`src/design/mgt_pkg.sv`:
```
package mgt_pkg;

    localparam int TimeW  = 63;
    localparam int LimitW = 16;
    localparam int DurW   = 32;
    localparam int AddrW  = 4;
    localparam int DataW  = 32;

    typedef enum logic [2:0] {
        OP_ORDINARY      = 3'd0,
        OP_GROUP_CTRL    = 3'd1,
        OP_RESET         = 3'd2,
        OP_PERSIST_MATCH = 3'd3,
        OP_PERSIST_RISK  = 3'd4,
        OP_BIN_COMMAND   = 3'd5,
        OP_BIN_QUERY     = 3'd6,
        OP_IDLE_POLL     = 3'd7
    } t_opcode;

    typedef enum logic [1:0] {
        REG_MSG_LIMIT    = 2'd0,
        REG_MAX_DURATION = 2'd1,
        REG_PUB_INTERVAL = 2'd2,
        REG_UNUSED       = 2'd3
    } t_reg_idx;

    localparam logic [LimitW-1:0] MsgLimitRst    = LimitW'(256);
    localparam logic [DurW-1:0]   MaxDurationRst = DurW'(10000000);
    localparam logic [DurW-1:0]   PubIntervalRst = DurW'(10000000);
    localparam logic [LimitW-1:0] MsgCountMax    = '1;
    localparam logic [TimeW-1:0]  TimeMax        = '1;

    typedef struct packed {
        logic [LimitW-1:0] msg_limit;
        logic [DurW-1:0]   max_duration;
        logic [DurW-1:0]   pub_interval;
    } t_cfg;

    typedef struct packed {
        t_opcode            opcode;
        logic               enable_grouping;
        logic               all_symbols;
        logic [TimeW-1:0]   now_time;
    } t_item;

    typedef struct packed {
        logic [TimeW-1:0] group_number;
        logic             tagged_res;
        logic             publish_request;
        logic             control_success;
    } t_result;

    // now + duration, clamped to the largest time value
    function automatic logic [TimeW-1:0] sat_add(input logic [TimeW-1:0] a,
                                                 input logic [DurW-1:0]  b);
        logic [TimeW:0] s;
        s = {1'b0, a} + {{(TimeW + 1 - DurW){1'b0}}, b};
        return s[TimeW] ? TimeMax : s[TimeW-1:0];
    endfunction

endpackage

```
`src/design/mgt_cfg_regs.sv`:
```
module mgt_cfg_regs (
    input  logic                       i_clk,
    input  logic                       i_rst_n,
    input  logic                       psel,
    input  logic                       penable,
    input  logic                       pwrite,
    input  logic [mgt_pkg::AddrW-1:0]  paddr,
    input  logic [mgt_pkg::DataW-1:0]  pwdata,
    output logic [mgt_pkg::DataW-1:0]  prdata,
    output logic                       pready,
    output mgt_pkg::t_cfg              o_cfg
);

    mgt_pkg::t_cfg      r_cfg;
    mgt_pkg::t_reg_idx  idx;
    logic               wr_en;

    assign idx    = mgt_pkg::t_reg_idx'(paddr[3:2]);
    assign wr_en  = psel & penable & pwrite;
    assign pready = 1'b1;
    assign o_cfg  = r_cfg;

    always_ff @(posedge i_clk) begin
        if (!i_rst_n) begin
            r_cfg.msg_limit    <= mgt_pkg::MsgLimitRst;
            r_cfg.max_duration <= mgt_pkg::MaxDurationRst;
            r_cfg.pub_interval <= mgt_pkg::PubIntervalRst;
        end else if (wr_en) begin
            case (idx)
                mgt_pkg::REG_MSG_LIMIT:    r_cfg.msg_limit    <= pwdata[mgt_pkg::LimitW-1:0];
                mgt_pkg::REG_MAX_DURATION: r_cfg.max_duration <= pwdata[mgt_pkg::DurW-1:0];
                mgt_pkg::REG_PUB_INTERVAL: r_cfg.pub_interval <= pwdata[mgt_pkg::DurW-1:0];
                default: ;
            endcase
        end
    end

    always_comb begin
        case (idx)
            mgt_pkg::REG_MSG_LIMIT:
                prdata = {{(mgt_pkg::DataW - mgt_pkg::LimitW){1'b0}}, r_cfg.msg_limit};
            mgt_pkg::REG_MAX_DURATION: prdata = r_cfg.max_duration;
            mgt_pkg::REG_PUB_INTERVAL: prdata = r_cfg.pub_interval;
            default:                   prdata = '0;
        endcase
    end

endmodule

```
`src/design/mgt_core.sv`:
```
module mgt_core (
    input  logic              i_clk,
    input  logic              i_rst_n,
    input  logic              i_fire,
    input  mgt_pkg::t_item    i_item,
    input  mgt_pkg::t_cfg     i_cfg,
    output logic              o_has_res,
    output mgt_pkg::t_result  o_res
);

    logic                          r_grouping_on;
    logic [mgt_pkg::TimeW-1:0]     r_group_count;
    logic [mgt_pkg::LimitW-1:0]    r_msgs;
    logic [mgt_pkg::TimeW-1:0]     r_group_deadline;
    logic [mgt_pkg::TimeW-1:0]     r_pub_deadline;
    logic                          r_pub_pending;

    logic                          n_grouping_on;
    logic [mgt_pkg::TimeW-1:0]     n_group_count;
    logic [mgt_pkg::LimitW-1:0]    n_msgs;
    logic [mgt_pkg::TimeW-1:0]     n_group_deadline;
    logic [mgt_pkg::TimeW-1:0]     n_pub_deadline;
    logic                          n_pub_pending;

    logic                          is_idle;
    logic                          is_ctrl;
    logic                          on;
    logic                          open_grp;
    logic                          close_grp;
    logic [mgt_pkg::LimitW-1:0]    msgs_open;
    logic [mgt_pkg::LimitW-1:0]    msgs_inc;
    logic [mgt_pkg::TimeW-1:0]     count_open;

    always_comb begin
        is_idle = (i_item.opcode == mgt_pkg::OP_IDLE_POLL);
        is_ctrl = (i_item.opcode == mgt_pkg::OP_GROUP_CTRL);
        on      = is_ctrl ? i_item.enable_grouping : r_grouping_on;

        open_grp = is_ctrl
                || (i_item.opcode == mgt_pkg::OP_RESET)
                || (i_item.opcode == mgt_pkg::OP_PERSIST_MATCH)
                || (((i_item.opcode == mgt_pkg::OP_BIN_COMMAND)
                  || (i_item.opcode == mgt_pkg::OP_BIN_QUERY)) && i_item.all_symbols);

        msgs_open  = open_grp ? '0 : r_msgs;
        msgs_inc   = (msgs_open == mgt_pkg::MsgCountMax)
                   ? msgs_open
                   : msgs_open + {{(mgt_pkg::LimitW - 1){1'b0}}, 1'b1};
        close_grp  = (msgs_inc >= i_cfg.msg_limit)
                  && (i_item.opcode != mgt_pkg::OP_PERSIST_RISK);
        count_open = r_group_count + {{(mgt_pkg::TimeW - 1){1'b0}}, open_grp};

        n_grouping_on    = r_grouping_on;
        n_group_count    = r_group_count;
        n_msgs           = r_msgs;
        n_group_deadline = r_group_deadline;
        n_pub_deadline   = r_pub_deadline;
        n_pub_pending    = r_pub_pending;
        o_has_res        = 1'b0;
        o_res            = '0;

        if (is_idle) begin
            if ((r_msgs != '0) && (i_item.now_time > r_group_deadline)) begin
                n_group_count = r_group_count + {{(mgt_pkg::TimeW - 1){1'b0}}, 1'b1};
                n_msgs        = '0;
            end
            if (i_item.now_time > r_pub_deadline) begin
                n_pub_deadline = mgt_pkg::sat_add(i_item.now_time, i_cfg.pub_interval);
                n_pub_pending  = 1'b1;
            end
        end else begin
            o_has_res             = 1'b1;
            o_res.control_success = is_ctrl;
            n_grouping_on         = on;
            if (on) begin
                o_res.group_number    = count_open;
                o_res.tagged_res      = 1'b1;
                o_res.publish_request = r_pub_pending;
                n_pub_pending         = 1'b0;
                // open before tagging and close after it can both add one
                n_group_count = r_group_count
                              + {{(mgt_pkg::TimeW - 2){1'b0}},
                                 open_grp & close_grp, open_grp ^ close_grp};
                n_msgs        = close_grp ? '0 : msgs_inc;
            end
            n_group_deadline = mgt_pkg::sat_add(i_item.now_time, i_cfg.max_duration);
        end
    end

    always_ff @(posedge i_clk) begin
        if (!i_rst_n) begin
            r_grouping_on    <= 1'b1;
            r_group_count    <= '0;
            r_msgs           <= '0;
            r_group_deadline <= '0;
            r_pub_deadline   <= '0;
            r_pub_pending    <= 1'b0;
        end else if (i_fire) begin
            r_grouping_on    <= n_grouping_on;
            r_group_count    <= n_group_count;
            r_msgs           <= n_msgs;
            r_group_deadline <= n_group_deadline;
            r_pub_deadline   <= n_pub_deadline;
            r_pub_pending    <= n_pub_pending;
        end
    end

endmodule

```
`src/design/message_group_tagger.sv`:
```
// Channel   | Direction | Handshake               | Payload
// ----------+-----------+-------------------------+----------------------------------------
// in        | to block  | i_in_valid / o_in_stall | i_opcode, i_enable_grouping,
//           |           |                         | i_all_symbols, i_now_time
// out       | from block| o_out_valid / i_out_stall| o_group_number, o_tagged_res,
//           |           |                         | o_publish_request, o_control_success
// cfg (APB) | to block  | psel/penable/pready     | paddr, pwdata, prdata
//
// One transaction per cycle sustained while the output is not stalled: input register,
// tagging logic (63-bit compare and add set the path), result register.
// o_out_valid rises once the item has moved from the input register into the result
// register; the result is taken at an edge where i_out_stall is low.
// Idle polls update timers and produce no result transaction.
// Reset is synchronous; all tagging state and config registers take their
// defaults directly, no clearing pass.
// A stalled output holds the result; the input register keeps its item and
// o_in_stall rises only while both stages are full (idle polls never wait).
module message_group_tagger (
    input  logic                        i_clk,
    input  logic                        i_rst_n,

    input  logic                        i_in_valid,
    output logic                        o_in_stall,
    input  logic [2:0]                  i_opcode,
    input  logic                        i_enable_grouping,
    input  logic                        i_all_symbols,
    input  logic [mgt_pkg::TimeW-1:0]   i_now_time,

    output logic                        o_out_valid,
    input  logic                        i_out_stall,
    output logic [mgt_pkg::TimeW-1:0]   o_group_number,
    output logic                        o_tagged_res,
    output logic                        o_publish_request,
    output logic                        o_control_success,

    input  logic                        psel,
    input  logic                        penable,
    input  logic                        pwrite,
    input  logic [mgt_pkg::AddrW-1:0]   paddr,
    input  logic [mgt_pkg::DataW-1:0]   pwdata,
    output logic [mgt_pkg::DataW-1:0]   prdata,
    output logic                        pready
);

    mgt_pkg::t_cfg     cfg;
    mgt_pkg::t_item    r_in;
    logic              r_in_valid;
    mgt_pkg::t_result  r_out;
    logic              r_out_valid;

    mgt_pkg::t_result  core_res;
    logic              core_has_res;
    logic              out_free;
    logic              fire;
    logic              in_take;

    mgt_cfg_regs u_cfg (
        .i_clk   (i_clk),
        .i_rst_n (i_rst_n),
        .psel    (psel),
        .penable (penable),
        .pwrite  (pwrite),
        .paddr   (paddr),
        .pwdata  (pwdata),
        .prdata  (prdata),
        .pready  (pready),
        .o_cfg   (cfg)
    );

    // output slot can take a new result this cycle
    assign out_free = !r_out_valid || !i_out_stall;
    // item in the input register is processed; idle polls need no output slot
    assign fire       = r_in_valid && (!core_has_res || out_free);
    assign o_in_stall = r_in_valid && !fire;
    assign in_take    = i_in_valid && !o_in_stall;

    mgt_core u_core (
        .i_clk     (i_clk),
        .i_rst_n   (i_rst_n),
        .i_fire    (fire),
        .i_item    (r_in),
        .i_cfg     (cfg),
        .o_has_res (core_has_res),
        .o_res     (core_res)
    );

    always_ff @(posedge i_clk) begin
        if (!i_rst_n) begin
            r_in_valid <= 1'b0;
        end else if (in_take) begin
            r_in_valid <= 1'b1;
        end else if (fire) begin
            r_in_valid <= 1'b0;
        end
    end

    always_ff @(posedge i_clk) begin
        if (in_take) begin
            r_in.opcode          <= mgt_pkg::t_opcode'(i_opcode);
            r_in.enable_grouping <= i_enable_grouping;
            r_in.all_symbols     <= i_all_symbols;
            r_in.now_time        <= i_now_time;
        end
    end

    always_ff @(posedge i_clk) begin
        if (!i_rst_n) begin
            r_out_valid <= 1'b0;
        end else if (fire && core_has_res) begin
            r_out_valid <= 1'b1;
        end else if (!i_out_stall) begin
            r_out_valid <= 1'b0;
        end
    end

    always_ff @(posedge i_clk) begin
        if (fire && core_has_res) begin
            r_out <= core_res;
        end
    end

    assign o_out_valid       = r_out_valid;
    assign o_group_number    = r_out.group_number;
    assign o_tagged_res      = r_out.tagged_res;
    assign o_publish_request = r_out.publish_request;
    assign o_control_success = r_out.control_success;

endmodule
```
`config.mk`:
```
export PLATFORM = sky130hd
export DESIGN_NAME = message_group_tagger
export DESIGN_NICKNAME = d
export VERILOG_FILES = /design/src/design/mgt_pkg.sv /design/src/design/mgt_cfg_regs.sv /design/src/design/mgt_core.sv /design/src/design/message_group_tagger.sv
export SDC_FILE = /design/constraint.sdc
export NUM_CORES = 1
export LEC_CHECK = 0
export BUFFER_PORTS_ARGS = -buffer_cell sky130_fd_sc_hd__buf_2
export CAP_MARGIN = 20
export CORE_UTILIZATION = 55
export CTS_BUF_LIST = sky130_fd_sc_hd__clkbuf_4 sky130_fd_sc_hd__clkbuf_8
export DETAILED_ROUTE_END_ITERATION = 8
export PLACE_DENSITY = 0.8
export SLEW_MARGIN = 20
export SYNTH_ARGS = -nofsm -noshare
export SYNTH_HDL_FRONTEND = slang
export SYNTH_HIERARCHICAL = 1
export SYNTH_SLANG_ARGS = --single-unit
```
`constraint.sdc`:
```
create_clock -name i_clk -period 8.4 [get_ports i_clk]
set_input_delay 1.68 -clock i_clk [delete_from_list [all_inputs] [get_ports i_clk]]
set_output_delay 1.68 -clock i_clk [all_outputs]
set_load 0.05 [all_outputs]
```
## Yosys cells after proc, flatten, opt, wreduce, memory -nomap -nowiden

Cells that the tools add are included.

| operators by class | value |
|---|---|
| bitwise logic cells | 6 |
| magnitude comparators | 3 |
| multiplexer cells | 22 |
| reduce and logical (&&, ||, !) cells | 29 |
| equal/unequal tests | 13 |
| add/subtract/negate cells | 6 |

Operators by type and width:

| cell | number |
|---|---|
| 63-bit two-way mux | 5 |
| 63-bit by 32-bit adder with 64-bit output | 2 |
| 63-bit greater-than comparator | 2 |
| 16-bit two-way mux | 6 |
| 32-bit one-hot mux with 3 select lines | 1 |
| 63-bit by 1-bit adder with 63-bit output | 1 |
| 63-bit by 1-bit adder with 63-bit output (second input constant) | 1 |
| 63-bit by 2-bit adder with 63-bit output | 1 |
| 16-bit by 1-bit adder with 16-bit output (second input constant) | 1 |
| 16-bit == test (second input constant) | 1 |
| 16-bit >= comparator | 1 |
| 16-bit nonzero test | 1 |
| 3-bit == test (second input constant) | 3 |
| 1-bit two-way mux | 9 |
| 3-bit AND reduction | 3 |
| 2-bit AND reduction | 4 |
| 1-bit logical AND | 7 |
| 3-bit by 2-bit == test with 1-bit output (second input constant) | 2 |
| 1-bit logical OR | 6 |
| 1-bit logical NOT | 4 |
| 2-bit inequality test (second input constant) | 2 |
| 2-bit nonzero test | 2 |
| 1-bit AND | 3 |
| 3-bit by 1-bit == test with 1-bit output (second input constant) | 1 |
| 9 further kinds | 10 |

| word-level totals | value |
|---|---|
| output and inout port bits | 101 |
| input bits | 111 |
| word-level logic and storage cells | 98 |
| bits in registers | 423 |

## Depth between registers and ports, before layout

| logic depth | value |
|---|---|
| depth after elaboration | 13 |
| depth in mapped cells | 31 |
| depth with buffers taken out | 30 |

## Cells and area by module

The synthesis kept the hierarchy.

Modules (own cells, without submodules):

| module | area each (um2) | seq. area each (um2) | times used | cells each |
|---|---|---|---|---|
| mgt_core | 18,262.5 | 4,144.0 | 1 | 2,411 |
| message_group_tagger | 4,119.0 | 4,063.9 | 1 | 145 |
| mgt_cfg_regs | 3,608.5 | 1,601.5 | 1 | 381 |

## Least setup slack after synthesis

OpenSTA, ideal clock, no wires.

| timing | value |
|---|---|
| path kind | reg2reg |
| start | register r_in[66] (netlist bit) |
| end | register u_core/r_group_count[60] (netlist bit) |
| setup time | 0.135 ns |
| required time | 8.265 ns |
| clock period less this slack | 6.021 ns |
| path buffers | 2 |
| setup slack | 2.379 ns |
| cell stages (with the launch flop) | 32 |
| arrival | 5.886 ns |
| path through | edfxtp_1 nor2_1 a21o_1 and2_1 ha_1 nand4_1 or4_1 clkbuf_1 and3_1 and3_1 nand3_1 xor2_1 nor2_1 ha_1 a21oi_1 nor2b_1 o21ai_0 nand2_1 nor4_1 o31a_1 nor2_1 ha_1 nand2b_1 ha_1 inv_1 fa_1 or2_2 nor2_1 clkbuf_1 nand2_1 o311ai_0 o41ai_1 |

| between the ends | value |
|---|---|
| word-level cells in the longest chain between the ends | 13 |
| elaborated cells between the ends (all ways) | 29 |
| classes of those cells | add/sub (2); order compare (1); eq/ne (9); mux (5); bitwise (2); reduce/logical (10) |

RTL lines:

| item | RTL line | text |
|---|---|---|
| start, declared | message_group_tagger.sv:46 | `mgt_pkg::t_item r_in;` |
| 3-bit by 1-bit == test with 1-bit output (tied with other cells) | mgt_core.sv:36 | `is_ctrl = (i_item.opcode == mgt_pkg::OP_GROUP_CTRL);` |
| 1-bit logical OR, on equally long branches | mgt_core.sv:40, mgt_core.sv:43 |  |
| 1-bit logical OR or 1-bit logical AND (tied branches) | mgt_core.sv:41, mgt_core.sv:43 |  |
| 1-bit logical OR | mgt_core.sv:42 | `\|\| (((i_item.opcode == mgt_pkg::OP_BIN_COMMAND)` |
| 16-bit two-way mux | mgt_core.sv:45 | `msgs_open = open_grp ? '0 : r_msgs;` |
| 16-bit by 1-bit adder with 16-bit output or 16-bit == test (tied branches) | mgt_core.sv:48, mgt_core.sv:46 |  |
| 16-bit two-way mux | mgt_core.sv:47 | `? msgs_open` |
| 16-bit >= comparator | mgt_core.sv:49 | `close_grp = (msgs_inc >= i_cfg.msg_limit)` |
| 1-bit logical AND | mgt_core.sv:50 | `&& (i_item.opcode != mgt_pkg::OP_PERSIST_RISK);` |
| 1-bit bitwise XOR or 1-bit AND (tied branches) | mgt_core.sv:83 | `open_grp & close_grp, open_grp ^ close_grp};` |
| 63-bit by 2-bit adder with 63-bit output | mgt_core.sv:82 | `+ {{(mgt_pkg::TimeW - 2){1'b0}},` |
| 63-bit two-way mux | mgt_core.sv:75 | `if (on) begin` |
| 63-bit two-way mux | mgt_core.sv:62 | `if (is_idle) begin` |
| end signal, assigned | mgt_core.sv:100 | `r_group_count <= n_group_count;` |
| end, declared | mgt_core.sv:12 | `logic [mgt_pkg::TimeW-1:0] r_group_count;` |

Parallel ways exist; a longest one is shown, timed or not. The select of a mux whose other input is x is not followed.
A chain may end at the register's enable or synchronous reset.

## Worst setup path in the final report

| timing | value |
|---|---|
| start | register r_in[66] (netlist bit) |
| end | register u_core/r_group_count[46] (netlist bit) |

Same word-level chain as after synthesis.

==> results.ini <==
[outcome]
status = completed

[pwr]
ir_drop_mv = 0.1827
power_density_nw_per_um2 = 169.1
leakage_nw = 11.28

[worst_setup_path]
cp_common_cell = nor2_1
worstReg2RegStart = r_in[66]
crit_required_ps = 9010
crit_path_end_kind = register
r2r_setup_slack_ps = 1260
startpoint_type = register
cpPeakStageDelay_ps = 650
setup.worst_path.class = reg2reg
cp_max_fo = 8
cp.arrival_ps = 7750
r2r_cells = 30
crit_slowest_cell = or4_1
r2r_end = u_core/r_group_count[46]

[place]
io_buffers = 208
hpwlAfterDp_um = 53780
gp_congestion = 0.9753
dp_slack_ps = 1402

[logic_synthesis]
synthesis.area_um2 = 25990
yosysSeqAreaShare = 0.3774
synth_top_area_frac = 0.2226
avgSynthCellArea_um2 = 8.849
async_flop_share = 0
synth.distinct_cells = 78
yosys_most_used_dff = dfxtp_1
synth-seq-cells = 423
ys_warn_count = 6
netlist.top_cell.by_area = dfxtp_1
synth.net_count = 3263
syn_inst = 2937
synth_edf_count = 134
synth_area_leaders = dfxtp_1, edfxtp_1, ha_1

[cts]
cts_tree = yes
cts_max_level = 3
clkTransAtPathRegs_ps = 60
clockBufferDepth = 3
cts_buffers = 74
postCtsSetupBuffers = 0
cts.repair.resized = 0
clk_latency_ps = 670
cts_hold_buf = 0
cts.sinks = 423
clock-root-buffer = clkbuf_8

[routing]
firstDrtPassIters = 8
wl_um = 74780
vias = 23430
drt_iter0_drc = 2248
post_drt_via_cell_ratio = 6.239
final_antenna_net_count = 0
remaining_drc_errors = 0
post_drt_wl_per_cell_um = 19.91

[sta]
max_slew.worst_pin.slew_ps = 1140
max-slew-margin-rel = 0.2375
hold_viol_final = 0
rsz0062_at_grt = false
finalCritPeriodShare = 0.8496
fin_skew_ps = 30.11
setup_violations = 0
fin_crit_ps = 7137
fmax_mhz = 140.1
final.setup.tns_ps = 0
slew_viol_final = 0
setup_slack_ps = 1263

[global_routing]
grt.total_usage = 0.3070
antenna_found_initial = 1
overflow = 0
grt_first_pass_wirelength_um = 117600
grt_max_degree = 93
first_global_vias = 22390

[floorplan]
die_h_um = 219.4
ios = 212
dieArea_um2 = 48130
coreArea_um2 = 46560
start_util = 0.5583
die_w_um = 219.4
num_rows = 79

[cells_and_area]
n_antenna_cell = 0
drive_above_1_share = 0.1289
area_growth_pct = 11.46
nets = 3413

[min_path]
holdPathStages = 2
hold_class = reg2reg
worstHoldStart = u_core/r_group_deadline[9]
hold_end = u_core/r_group_deadline[9]

[run]
drv_cap = 0

layer usage:
| metal | vias to the layer above | global-route usage | wire length, um |
|---|---|---|---|
| li1 | 11000 | - | - |
| met3 | 177 | 0.04685 | 5636 |
| met2 | 1083 | 0.4980 | 34260 |
| met1 | 11170 | 0.4066 | 32370 |
| met4 | 2 | 0.1269 | 2497 |
| met5 | - | 0 | 13 |
worst max-delay path by stage:
stage          startpoint                        to  slack [ps]  cells after the start
4_1_cts          r_in[66]  u_core/r_group_count[54]        1370                     30
5_1_grt          r_in[66]  u_core/r_group_count[56]         730                     30
3_5_place_dp     r_in[66]  u_core/r_group_count[54]        1400                     30
2_1_floorplan    r_in[66]  u_core/r_group_count[60]        2380                     31
6_report         r_in[66]  u_core/r_group_count[46]        1260                     30
3_3_place_gp     r_in[66]  u_core/r_group_count[54]        1580                     30
power by group:
group	internal [W]	switching, W
Combinational	0.000217	0.000384
Sequential	0.00218	0.0000627
Clock	0.00115	0.000908
Total	0.00355	0.00135
metrics by stage:
stage	hold WS [ps]	instance area [um^2]	util	instances	power [W]
final	477.4	28970	0.6222	3756	0.004900
after global routing	493.3	28970	0.6222	3756	0.005082
after CTS	474.4	28950	0.6219	3756	0.004920
after detailed placement	466.9	27360	0.5876	3618	0.002868
after global placement	457.5	27350	0.5874	3618	0.002840
after floorplan	431.9	25990	-	2937	0.002694
state kept, by name, summed over array words and instances, names as in the netlist, 16 cells and up:
signal,cells
u_core/r_group_deadline,63
o_group_number,63
u_core/r_group_count,63
u_core/r_msgs,16
u_cfg/o_cfg,80
u_core/r_pub_deadline,63
r_in,68
cell type report:
cell class,count,area [um^2]
Clock inverter,36,312.8
Fill cell,3865,17590
Inverter,192,721.9
Clock buffer,102,1285
Sequential cell,423,9809
Tap cell,607,759.5
Timing Repair Buffer,232,1227
Multi-Input combinational cell,2164,14850
worst max-delay path: cells and delay by family (launching register included):
| family | cells | cell delay, ps |
|---|---|---|
| buffers and inverters | 1 | 60 |
| xor gates and xnor gates | 1 | 200 |
| DFF | 1 | 460 |
| and+or+nand+nor | 19 | 4130 |
| adders and majority gates | 5 | 1400 |
| AOI/OAI and AO/OA | 4 | 800 |
cells in the final DEF, fill, tap and decap left out, types with 47 or more instances in the layout:
cell      instances
inv_1           191
clkbuf_8         83
o21ai_0         149
ha_1            212
edfxtp_1        134
nand3_1          87
nor2_1          171
nor2b_1          47
nand4_1          73
xor2_1           85
dfxtp_1         289
a21oi_1         195
a221oi_1         62
buf_2           207
xnor2_1          88
mux2i_1         108
nand2_1         302
a21o_1           60
kinds of logic (layout without fill, tap and decap cells):
| logic type | Yosys count | after routing | share of synthesized area |
|---|---|---|---|
| AO/OA/AOI/OAI | 707 | 707 | 0.1792 |
| XOR/XNOR | 173 | 173 | 0.05830 |
| adder cells (fa/ha/maj) | 215 | 215 | 0.1044 |
| buffers and inverters | 350 | 562 | 0.05450 |
| flip-flops | 423 | 423 | 0.3774 |
| multiplexers | 109 | 109 | 0.04203 |
| other | 1 | 1 | 0.0001443 |
| AND/OR/NAND/NOR | 959 | 959 | 0.1840 |
cell usage after synthesis (22+ instances only):
cell	number
and3_1	28
a21o_1	60
clkbuf_1	126
nand2b_1	37
o21bai_1	22
mux2i_1	108
nand3_1	87
nor3_1	45
nand2_1	303
nor4_1	39
or3_1	33
inv_1	192
xor2_1	85
o211ai_1	28
edfxtp_1	134
a31oi_1	30
o31ai_1	22
a221oi_1	62
a21oi_1	197
nand4_1	73
xnor2_1	88
o21ai_0	149
nor2b_1	49
ha_1	212
or4_1	34
nor2_1	172
dfxtp_1	289
(Power assumes the default switching activity.)
